===== config.mk =====
export PLATFORM = sky130hd
export DESIGN_NAME = ptc_out_fifo
export DESIGN_NICKNAME = d
export VERILOG_FILES = /design/src/design/ptc_pkg.sv /design/src/design/ptc_out_fifo.sv
export SDC_FILE = /design/constraint.sdc
export NUM_CORES = 1
export LEC_CHECK = 0
export BUFFER_PORTS_ARGS = -buffer_cell sky130_fd_sc_hd__buf_4
export CORE_ASPECT_RATIO = 1.4
export CORE_MARGIN = 5
export CORE_UTILIZATION = 55
export DETAILED_ROUTE_END_ITERATION = 8
export GPL_TIMING_DRIVEN = 0
export PLACE_DENSITY = 0.78
export SETUP_SLACK_MARGIN = 0.1
export SYNTH_ARGS = -nofsm -noshare
export SYNTH_HDL_FRONTEND = slang
export SYNTH_SLANG_ARGS = --single-unit

===== constraint.sdc =====
create_clock -name aclk -period 21.6 [get_ports aclk]
set_input_delay 1.08 -clock aclk [delete_from_list [all_inputs] [get_ports aclk]]
set_output_delay 1.08 -clock aclk [all_outputs]
set_load 0.01 [all_outputs]

===== src/design/ptc_pkg.sv =====
// ----------------------------------------------------------------------------
// ptc_pkg
// Types and constants of the paragraph-aware text chunker.
// ----------------------------------------------------------------------------
`timescale 1ns / 1ps
`default_nettype none

package ptc_pkg;

    localparam int unsigned MAX_WINDOW = 4096;

    localparam logic [7:0] NEWLINE_CODE = 8'd10;

    // Configuration register indexes
    localparam logic [1:0] REG_WINDOW    = 2'd0;
    localparam logic [1:0] REG_OVERLAP   = 2'd1;
    localparam logic [1:0] REG_PARAGRAPH = 2'd2;
    localparam logic [1:0] REG_FIRSTLINE = 2'd3;

    localparam logic [12:0] WINDOW_RESET    = 13'd512;
    localparam logic [12:0] OVERLAP_RESET   = 13'd64;
    localparam logic        PARAGRAPH_RESET = 1'b1;
    localparam logic [31:0] FIRSTLINE_RESET = 32'd1;

    // Chunk descriptor before the start line is known
    typedef struct packed {
        logic [31:0] start;
        logic [12:0] length;
        logic        fin;
        logic        last;
    } desc_t;

    // Complete result item
    typedef struct packed {
        logic [31:0] start;
        logic [12:0] length;
        logic [31:0] line;
        logic        fin;
        logic        last;
    } result_t;

    // What the tracker decides for one accepted byte
    typedef struct packed {
        logic [1:0]  count;
        desc_t       desc0;
        desc_t       desc1;
        logic        fwd0;
        logic        fwd1;
        logic [31:0] fwd_line;
    } plan_t;

endpackage

`default_nettype wire


===== src/design/ptc_out_fifo.sv =====
// ----------------------------------------------------------------------------
// ptc_out_fifo
// Four-entry result queue; takes up to two results per cycle, gives one per pop.
// ----------------------------------------------------------------------------
`timescale 1ns / 1ps
`default_nettype none

module ptc_out_fifo (
    input  wire logic              aclk,
    input  wire logic              aresetn,
    input  wire logic [1:0]        push_count,
    input  ptc_pkg::result_t       push_data0,
    input  ptc_pkg::result_t       push_data1,
    input  wire logic              pop,
    output logic                   out_valid,
    output ptc_pkg::result_t       out_data,
    output logic      [2:0]        fill
);

    ptc_pkg::result_t entry_reg [4];
    logic [1:0] wr_ptr_reg, wr_ptr_next;
    logic [1:0] rd_ptr_reg, rd_ptr_next;
    logic [2:0] fill_reg,   fill_next;

    always_comb begin
        wr_ptr_next = wr_ptr_reg + push_count;
        rd_ptr_next = rd_ptr_reg + {1'b0, pop};
        fill_next   = fill_reg + {1'b0, push_count} - {2'd0, pop};
    end

    always_ff @(posedge aclk) begin
        if (!aresetn) begin
            wr_ptr_reg <= '0;
            rd_ptr_reg <= '0;
            fill_reg   <= '0;
        end else begin
            wr_ptr_reg <= wr_ptr_next;
            rd_ptr_reg <= rd_ptr_next;
            fill_reg   <= fill_next;
        end
    end

    always_ff @(posedge aclk) begin
        if (push_count != 2'd0) begin
            entry_reg[wr_ptr_reg] <= push_data0;
        end
        if (push_count == 2'd2) begin
            entry_reg[wr_ptr_reg + 2'd1] <= push_data1;
        end
    end

    assign out_valid = (fill_reg != 3'd0);
    assign out_data  = entry_reg[rd_ptr_reg];
    assign fill      = fill_reg;

endmodule

`default_nettype wire


==> summary.txt, run 1 <==
Finish
  • Design Area, Final: between 15000 and 20000 µm²
  • Final cell count without fillers: approximately 1500
  • Post-Route Utilization: 0.688
  • Share of cells above drive strength 1: 0.657
  • Max FFs per register: ~320
  • Fillers: approximately 1900
  • Area growth syn-to-layout: 22.8%
  • # nets final: 1265

Synth
  • Top cell type's share of synthesized area: 0.610
  • Synth area leaders: edfxtp_1 (61%), mux2_2 (22%), mux4_2 (11%)
  • EDFF count, synth: approximately 320
  • Count leader, synth: edfxtp_1
  • Sequential-to-total area share from yosys stat: 0.619
  • Synth top cells by count: edfxtp_1 (316), mux2_2 (305), mux4_2 (79), buf_2 (41), mux2_1 (11)
  • Post-synthesis cell area: ~16000 µm²
  • Mapped Nets: roughly 980
  • Synth Instances: between 800 and 900
  • Avg Inst Size Synth: around 19 µm²
  • Top FF cell, synth: edfxtp_1
  • Ys Warns: 0
  • Async SR Flop Fraction: 0
  • Post-synth cell types: 25
  • Yosys reg bits: approximately 320
  • Post-synth top area cell: edfxtp_1

Global routing
  • First-pass GRT wire length: around 55000 µm
  • Overall Global Routing Usage: 0.221
  • Largest net degree at the start of global routing: 29
  • Initial antenna violation count: 4
  • Vias in the first global route: around 9500
  • Global route overflow: 0

Floorplanning
  • Core Box Area: ~28000 µm²
  • Row cnt: 72
  • Io pins: approximately 250
  • Die width: 152 µm
  • Die H: about 210 µm
  • Die Area: between 30000 and 40000 µm²
  • Initial Util: 0.561

Timing
  • Final Critical Period: roughly 3.7 ns
  • Setup TNS: 0 ns
  • Final Hold Vio Count: 0
  • Slew @ Worst Pin: ~0.87 ns
  • Worst clock skew: 0.00516 ns
  • RSZ-0062 raised after global routing: no
  • WHS: between 0.5 and 0.6 ns
  • Period Utilization, post-route: 0.170
  • Max-slew headroom: 0.419
  • Peak Freq: between 0.2 and 0.3 GHz
  • Slew Viols, Final: 0
  • Setup violators final: 0

Drt
  • Vias: approximately 8600
  • Drt pass-1 iters: 4
  • WL/cell: ~24 µm
  • Starting DRT DRC Count: 530
  • Final wirelength: 35800 µm
  • DRC: 0
  • Post-route ant nets: 0
  • Drt via density: a little under 6

Power and ir drop
  • Leakage: 6.79 nW
  • Pwr dens: ~84 nW/µm²
  • VDD IR-drop max: about 0.072 mV

Clocking
  • # hold bufs at CTS: 0
  • Setup Buffers After CTS: 0
  • Post-cts sizing count: 0
  • CTS tree: done
  • # clock sinks: about 320
  • Worst-skew pair later-pin latency: ~0.56 ns
  • Worst-path clk slew: approximately 0.06 ns
  • Clock tree buffer depth: 3
  • CTS Root Cell: clkbuf_16
  • Htree depth: 1
  • TritonCTS buffer count: 31

Worst setup path
  • Critical path type: register to primary output
  • Worst setup EP type: primary output
  • CP arrival: 2.59 ns
  • Worst r2r dst: entry_reg[2][26]
  • Critical Path Fanout Max: 10
  • Critical Path Sink: out_data[68]
  • WP data required: roughly 21 ns
  • Worst R2R Start: wr_ptr_reg[1]
  • Startpoint types: register
  • Cells on worst reg2reg path: 7
  • Setup crit start: rd_ptr_reg[0]
  • R2R Setup Slk: approximately 19 ns

Placed design
  • Number of port buffers: around 240
  • Placed instance area: ~18000 µm²
  • Placer Congestion: approximately 0.76
  • DP Wirelength: around 24000 µm
  • Total placed cells including tap cells: between 1000 and 1500

Min path
  • Worst hold path type: register to register

Outcome
  • Outcome: finished, final reports clean

Flow run
  • Maximum capacitance violations: 0
## stage by stage
step / power (W) / worst slack [ns]
finish: 0.00160 / 17.93
global route: 0.00166 / 17.78
detailed placement: 0.00112 / 18.18
CTS: 0.00162 / 17.84
global placement: 0.00111 / 9.03
floorplan: 0.000971 / 14.10
## kinds of logic after synthesis
logic type | count (synthesis) | share of synthesized area
and+or+nand+nor | 14 | 0.00724
adders and majority gates | 6 | 0.00531
buffers and inverters | 61 | 0.0197
AOI/OAI and AO/OA | 3 | 0.00129
DFF | 323 | 0.619
xor gates and xnor gates | 3 | 0.00346
muxes | 396 | 0.344
## cells in the final DEF (no fill, tap or decap), drive strengths merged, types with 2 or more instances in the layout
| cell type | n |
|---|---|
| inv | 7 |
| dfxtp | 7 |
| clkinvlp | 3 |
| nor2b | 2 |
| ha | 5 |
| mux4 | 79 |
| and2 | 5 |
| nor2 | 2 |
| o21bai | 2 |
| diode | 3 |
| buf | 303 |
| edfxtp | 316 |
| xnor3 | 2 |
| clkinv | 11 |
| clkbuf | 47 |
| mux2 | 316 |
## area by class of cell
cell class | count | area (µm²) | area share
diodes | 3 | 7.51 | 0.000393
plain buffers | 54 | 280 | 0.0147
clock buffers | 39 | 806 | 0.0422
clock inverters | 15 | 101 | 0.00531
inverters | 7 | 26.3 | 0.00138
multi-input cells | 422 | 5650 | 0.296
flip-flops and latches | 323 | 9630 | 0.504
well taps | 370 | 463 | 0.0242
repair buffers | 257 | 2130 | 0.112
## per-layer routing
| layer | part of all wire | global-route usage | wire length [µm] |
|---|---|---|---|
| met5 | 0.00022 | 0 | 8 |
| met4 | 0.030 | 0.0766 | 1080 |
| met3 | 0.056 | 0.0389 | 2020 |
| met2 | 0.53 | 0.394 | 19000 |
| met1 | 0.38 | 0.273 | 13700 |
## report_power, final
group          leakage, nW  internal (W)  switching [W]
logic                 3.33      0.000168       0.000149
registers             3.02      0.000768      0.0000156
clock network        0.437      0.000274       0.000227
## worst max-delay path, stage by stage (launching register included)
cell and delay [ns]:
dfxtp_1 0.33, buf_2 0.25, buf_2 0.40, buf_4 0.33
mux4_2 0.56, buf_4 0.16
## how the worst min path moves through the flow
stage                         end          start  slack [ns]  cells past startpoint
detailed placement  rd_ptr_reg[0]  rd_ptr_reg[0]        0.57                      2
CTS                 rd_ptr_reg[0]  rd_ptr_reg[0]        0.59                      2
finish              rd_ptr_reg[0]  rd_ptr_reg[0]        0.58                      2
global placement    rd_ptr_reg[0]  rd_ptr_reg[0]        0.55                      2
global route        rd_ptr_reg[0]  rd_ptr_reg[0]        0.62                      2
floorplan           rd_ptr_reg[0]  rd_ptr_reg[0]        0.54                      2
No activity file was read; power rests on OpenSTA's default activity.
==> run 2: changes to the inputs <==
==> constraint.sdc (replaced) <==
create_clock -name aclk -period 3.5 [get_ports aclk]
set_input_delay 0.175 -clock aclk [delete_from_list [all_inputs] [get_ports aclk]]
set_output_delay 0.175 -clock aclk [all_outputs]
set_load 0.01 [all_outputs]
==> summary.txt, run 2 (same netlist as run 1, synthesis figures left out) <==
Finish
  • Most frequent cells in the layout: edfxtp_1 (316), mux2_2 (305), buf_4 (247), dlygate4sd3_1 (239), mux4_2 (79)
  • # nets final: 1502 (+19%)
  • Register area: 9630 µm² (unchanged)
  • Area occupied by multi-input gates: 5650 µm² (unchanged)
  • Area growth syn-to-layout: 37.7%
  • Design Area, Final: 21400 µm² (+12%)
  • Fillers: 1610 (-17%)
  • Share of cells above drive strength 1: 0.536 (-0.121)
  • Most common cell after layout, fill and taps aside: edfxtp_1
  • Max FFs per register: 316 (unchanged)

Worst setup path
  • Startpoint types: register
  • Critical Path Fanout Max: 10 (unchanged)
  • CP arrival: 3.20 ns (+0.61 ns)
  • Critical path type: register to register
  • Worst path max stage delay: 0.68 ns (+0.12 ns)
  • WP data required: 3.78 ns (-16.74 ns)
  • Worst setup EP type: register
  • R2R Setup Slk: 0.58 ns (-18.41 ns)
  • CP dominant cell by count: buf_4
  • Slowest CP cell: nor4b_4
  • Critical-path cell list: buf_2, nor4b_4, buf_4, buf_4, mux2_1, dlygate4sd3_1

Clocking
  • Worst-skew pair later-pin latency: 0.55 ns (about the same)
  • Setup Buffers After CTS: 0 (unchanged)
  • Clock tree buffer depth: 3 (unchanged)
  • CTS Root Cell: clkbuf_16
  • # clock sinks: 323 (unchanged)
  • Post-cts sizing count: 0 (unchanged)
  • Htree depth: 1 (unchanged)
  • CTS tree: done
  • TritonCTS buffer count: 30 (-3.2%)
  • Worst-path clk slew: 0.07 ns (about the same)

Global routing
  • Global Route met2 Usage: 0.465 (+0.0711)
  • Grt met1 use: 0.298 (+0.0248)
  • GRT met3 Usage: 0.0404 (+0.00145)
  • Initial antenna violation count: 2 (-2)
  • Gr busiest metal: met2
  • Largest net degree at the start of global routing: 28 (-3.4%)
  • First-pass GRT wire length: 62700 µm (+14%)
  • Vias in the first global route: 11100 (+16%)
  • Global route overflow: 0 (unchanged)
  • Overall Global Routing Usage: 0.250 (+0.0291)

Drt
  • DRC: 0 (unchanged)
  • Post-route ant nets: 0 (unchanged)
  • Vias: 9794 (+13%)
  • Drt via density: 5.67 (-2.2%)
  • WL/cell: 23.3 µm (-3.1%)
  • Drt pass-1 iters: 4 (unchanged)
  • Final wirelength: 40300 µm (+12%)
  • Starting DRT DRC Count: 551 (+4.0%)

Power and ir drop
  • Overall Power: 0.0100 W (+530%)
  • Pwr dens: 468 nW/µm² (+460%)
  • Leakage: 7.76 nW (+14%)
  • VDD IR-drop max: 0.478 mV (+560%)

Floorplanning
  • Row cnt: 72 (unchanged)
  • Initial Util: 0.561 (unchanged)
  • Die width: 152 µm (unchanged)
  • Core Box Area: 27700 µm² (unchanged)
  • Die H: 209 µm (unchanged)
  • Die Area: 31800 µm² (unchanged)
  • Io pins: 246 (unchanged)

Timing
  • Final Critical Period: approximately 3 ns
  • Slew Viols, Final: 0 (unchanged)
  • RSZ-0062 raised after global routing: no
  • Setup violators final: 0 (unchanged)
  • Max-slew headroom: 0.435 (+0.0163)
  • Period Utilization, post-route: 0.834
  • Peak Freq: 0.343 GHz
  • Slew @ Worst Pin: 0.844 ns (-0.0244 ns)
  • Worst clock skew: 0.0147 ns (+0.00956 ns)
  • Final Hold Vio Count: 0 (unchanged)

Flow run
  • Maximum capacitance violations: 0 (unchanged)

Placed design
  • Placer Congestion: 0.734 (-3.0%)
  • DP Wirelength: 24200 µm (+0.46%)
  • Placed instance area: 18200 µm² (-0.15%)
  • Number of port buffers: 244 (unchanged)

Min path
  • Worst hold path type: input pin to register

Outcome
  • Outcome: finished, final reports clean
[run 2: cell count changes in the layout (fill, tap and decap cells not counted)]
cell and delta:
dlygate4sd3_1 +239, clkinvlp_4 -3, clkinv_2 -3, buf_16 -1, clkinv_1 +7, diode_2 -1
bufinv_16 -1
[run 2: path summary, 6_finish.rpt]
path	start	to	cells past startpoint
max	wr_ptr_reg[1]	entry_reg[1][72]	6
min	push_count[0]	fill[0]	3
max reg2reg	wr_ptr_reg[1]	entry_reg[1][72]	6
min reg2reg	rd_ptr_reg[0]	rd_ptr_reg[0]	2
[run 2: repair_timing]
item | CTS | global route
hold endpoints to repair | 323 | 0
hold buffers | 239 | 0
setup endpoints to repair | 0 | 0
[run 2: power breakdown]
part / switching, W / leakage, nW / total [W] / internal (W)
sequential: 0.000101 / 3.02 / 0.00484 / 0.00474
combinational: 0.00101 / 4.31 / 0.00223 / 0.00123
clock: 0.00135 / 0.422 / 0.00296 / 0.00160
[run 2: worst max-delay path: cells and delay by family (launching register included)]
kind / cells / cell delay (ns)
DFF: 1 / 0.29
muxes: 1 / 0.36
and+or+nand+nor: 1 / 0.68
buffers and inverters: 4 / 1.32
[run 2: area by class of cell]
cell class | count | area share
diodes | 2 | 0.000234
multi-input cells | 422 | 0.264
clock inverters | 15 | 0.00280
inverters | 7 | 0.00123
clock buffers | 39 | 0.0376
plain buffers | 54 | 0.0131
repair buffers | 495 | 0.210
well taps | 370 | 0.0216
flip-flops and latches | 323 | 0.450
[run 2: per-stage QoR]
stage	hold WS (ns)	worst slack [ns]	util	setup TNS, ns	std cells
floorplan	0.297	-0.874	-	-137.52	806
global placement	0.430	-3.83	0.643	-808.77	1420
finish	0.0619	0.581	0.772	0	1727
global route	0.0417	0.485	0.772	0	1727
CTS	0.0263	0.622	0.772	0	1725
detailed placement	0.432	0.885	0.654	0	1432
[run 2: per-layer routing]
layer	wire, µm	up-vias	share of wire
met5	0	-	0
met4	1020	0	0.025
met3	2440	69	0.061
met2	22300	352	0.55
met1	14500	4997	0.36
li1	-	4376	-
==> run 3: changes to the inputs <==
--- a/config.mk
+++ b/config.mk
@@ -8,10 +8,10 @@
 export BUFFER_PORTS_ARGS = -buffer_cell sky130_fd_sc_hd__buf_4
 export CORE_ASPECT_RATIO = 1.4
 export CORE_MARGIN = 5
-export CORE_UTILIZATION = 55
+export CORE_UTILIZATION = 52
 export DETAILED_ROUTE_END_ITERATION = 8
 export GPL_TIMING_DRIVEN = 0
-export PLACE_DENSITY = 0.78
+export PLACE_DENSITY = 0.77
 export SETUP_SLACK_MARGIN = 0.1
 export SYNTH_ARGS = -nofsm -noshare
 export SYNTH_HDL_FRONTEND = slang
==> constraint.sdc (replaced) <==
create_clock -name aclk -period 2.4 [get_ports aclk]
set_input_delay 0.12 -clock aclk [delete_from_list [all_inputs] [get_ports aclk]]
set_output_delay 0.12 -clock aclk [all_outputs]
set_load 0.01 [all_outputs]
==> summary.txt, run 3 (same netlist as run 1, synthesis figures left out) <==
Outcome
  • Outcome: finished, final reports clean

Timing
  • Worst clock skew: 0.0200 ns (+0.00527 ns)
  • WHS: 0.0605 ns (-0.00142 ns)
  • Final Critical Period: 2.21 ns
  • Final Hold Vio Count: 0 (unchanged)
  • Slew Viols, Final: 0 (unchanged)
  • Final WS setup: 0.193 ns (-0.388 ns)
  • Peak Freq: about 0.45 GHz
  • Slew @ Worst Pin: 0.726 ns (-0.119 ns)
  • RSZ-0062 raised after global routing: no
  • Max-slew headroom: 0.515 (+0.0801)
  • Setup violators final: 0 (unchanged)
  • Period Utilization, post-route: 0.919

Floorplanning
  • Initial Util: 0.523 (-0.0377)
  • Die width: 156 µm (+2.7%)
  • Core Box Area: 29700 µm² (+7.2%)
  • Die H: 215 µm (+2.7%)
  • Die Area: 33500 µm² (+5.4%)
  • Io pins: 246 (unchanged)
  • Row cnt: 75 (+4.2%)

Placed design
  • Placed instance area: 18200 µm² (+0.49%)
  • DP Wirelength: 24800 µm (+2.4%)
  • Number of port buffers: 244 (unchanged)
  • Post-Place Setup Slack: -0.221 ns (-1.11 ns)
  • Placer Congestion: 0.721 (-1.7%)

Power and ir drop
  • Pwr dens: 714 nW/µm² (+52%)
  • Leakage: 7.63 nW (-1.7%)
  • Switching share of power: 0.246 (+0.000371)
  • Clock group share of total power: 0.316 (+0.021)
  • NetSw: 0.00369 W (+50%)
  • Flop pwr share: 0.470 (-0.013)
  • Internal: 0.0113 W (+50%)
  • VDD IR-drop max: 0.679 mV (+42%)
  • Part of the power in combinational logic: 0.214 (-0.009)

Min path
  • Hold_sp: push_count[1]
  • Worst hold path type: input pin to register
  • Hold Crit Depth: 3 (unchanged)
  • Hold Path End: wr_ptr_reg[1]

Drt
  • Drt pass-1 iters: 4 (unchanged)
  • DRC: 0 (unchanged)
  • Final wirelength: 39000 µm (-3.1%)
  • Vias: 9433 (-3.7%)
  • Drt via density: 5.62 (-0.81%)
  • WL/cell: 23.2 µm (-0.24%)
  • Post-route ant nets: 0 (unchanged)
  • Starting DRT DRC Count: 513 (-6.9%)

Global routing
  • Largest net degree at the start of global routing: 27 (-3.6%)
  • First-pass GRT wire length: 59900 µm (-4.6%)
  • Initial antenna violation count: 0 (-2)
  • Global route overflow: 0 (unchanged)
  • Vias in the first global route: 10400 (-6.0%)
  • Overall Global Routing Usage: 0.230 (-0.0200)

Finish
  • Fillers: 1816 (+13%)
  • Design Area, Final: 21000 µm² (-1.9%)
  • Most common cell after layout, fill and taps aside: edfxtp_1
  • Max FFs per register: 316 (unchanged)
  • N_diodes: 0 (-2)
  • Most frequent cells in the layout: edfxtp_1 (316), mux2_2 (305), buf_4 (261), dlygate4sd3_1 (163), mux4_2 (79)
  • Area occupied by multi-input gates: 5650 µm² (unchanged)
  • Area growth syn-to-layout: 35.1%
  • # nets final: 1439 (-4.2%)
  • Register area: 9630 µm² (about the same)
  • Share of cells above drive strength 1: 0.585 (+0.0493)

Worst setup path
  • CP arrival: 2.09 ns (-1.11 ns)
  • Worst setup EP type: primary output
  • Startpoint types: register
  • Critical Path Fanout Max: 10 (unchanged)
  • Critical path type: register to primary output
  • Worst r2r dst: entry_reg[1][5]
  • Worst R2R Start: wr_ptr_reg[1]
  • R2R Setup Slk: 0.20 ns (-0.38 ns)
  • Cells on worst reg2reg path: 6 (unchanged)
  • WP data required: 2.28 ns (-1.50 ns)

Clocking
  • Worst-skew pair later-pin latency: 0.57 ns (+0.02 ns)
  • TritonCTS buffer count: 31 (+3.3%)
  • CTS tree: done
  • CTS Root Cell: clkbuf_16
  • Clock tree buffer depth: 3 (unchanged)
  • # clock sinks: 323 (unchanged)
  • Htree depth: 1 (unchanged)
  • Worst-path clk slew: 0.06 ns (about the same)

Flow run
  • Maximum capacitance violations: 0 (unchanged)
## run 3: layout make-up
class / instances / share of cell area
tap: 385 / 0.0229
inverter: 7 / 0.00125
sequential: 323 / 0.458
timing repair buffer: 432 / 0.185
buffer: 53 / 0.0174
clock inverter: 24 / 0.00887
clock buffer: 31 / 0.0369
multi-input combinational: 422 / 0.269
## run 3: power groups by stage
stage / Combinational, W / Clock (W) / Sequential [W]
floorplan: 0.00152 / 0 / 0.00716
global placement: 0.00268 / 0 / 0.00723
detailed placement: 0.00293 / 0 / 0.00717
CTS: 0.00320 / 0.00480 / 0.00706
global route: 0.00341 / 0.00503 / 0.00710
finish: 0.00321 / 0.00474 / 0.00706
## run 3: through the flow
stage | util | setup TNS [ns] | power (W) | instances
2_1_floorplan | - | -213.70 | 0.00868 | 806
3_3_place_gp | 0.601 | -789.21 | 0.00992 | 1435
3_5_place_dp | 0.613 | -12.06 | 0.0101 | 1449
4_1_cts | 0.704 | 0 | 0.0151 | 1671
5_1_grt | 0.707 | 0 | 0.0155 | 1677
6_report | 0.707 | 0 | 0.0150 | 1677
## run 3: layer usage
layer / wire, µm / track usage / vias up
met3: 2210 / 0.0335 / 49
met2: 21400 / 0.425 / 290
li1: - / - / 4248
met1: 14500 / 0.280 / 4846
met5: 0 / 0 / -
met4: 901 / 0.0622 / 0
## run 3: worst max-delay path by stage
stage / slack, ns / from / end
final: 0.19 / rd_ptr_reg[0] / out_data[9]
after global routing: 0.10 / rd_ptr_reg[0] / out_data[50]
after global placement: -2.53 / wr_ptr_reg[1] / entry_reg[2][45]
after floorplan: -0.69 / wr_ptr_reg[1] / entry_reg[2][0]
after detailed placement: -0.22 / wr_ptr_reg[1] / entry_reg[2][45]
after CTS: 0.08 / rd_ptr_reg[0] / out_data[75]
## run 3: critical path, cell delays in order, from the launching register on
cell and delay, ns:
dfxtp_1 0.35, buf_6 0.19, buf_4 0.27, mux4_2 0.56, buf_4 0.17
## run 3: timing repair
action | in CTS | in global routing
endpoints found under the hold margin | 323 | 0
setup endpoints to repair | 224 | 59
resized for setup | 25 | 9
pin swaps | 2 | 1
buffers inserted | 5 | 6
hold buffers | 163 | 0
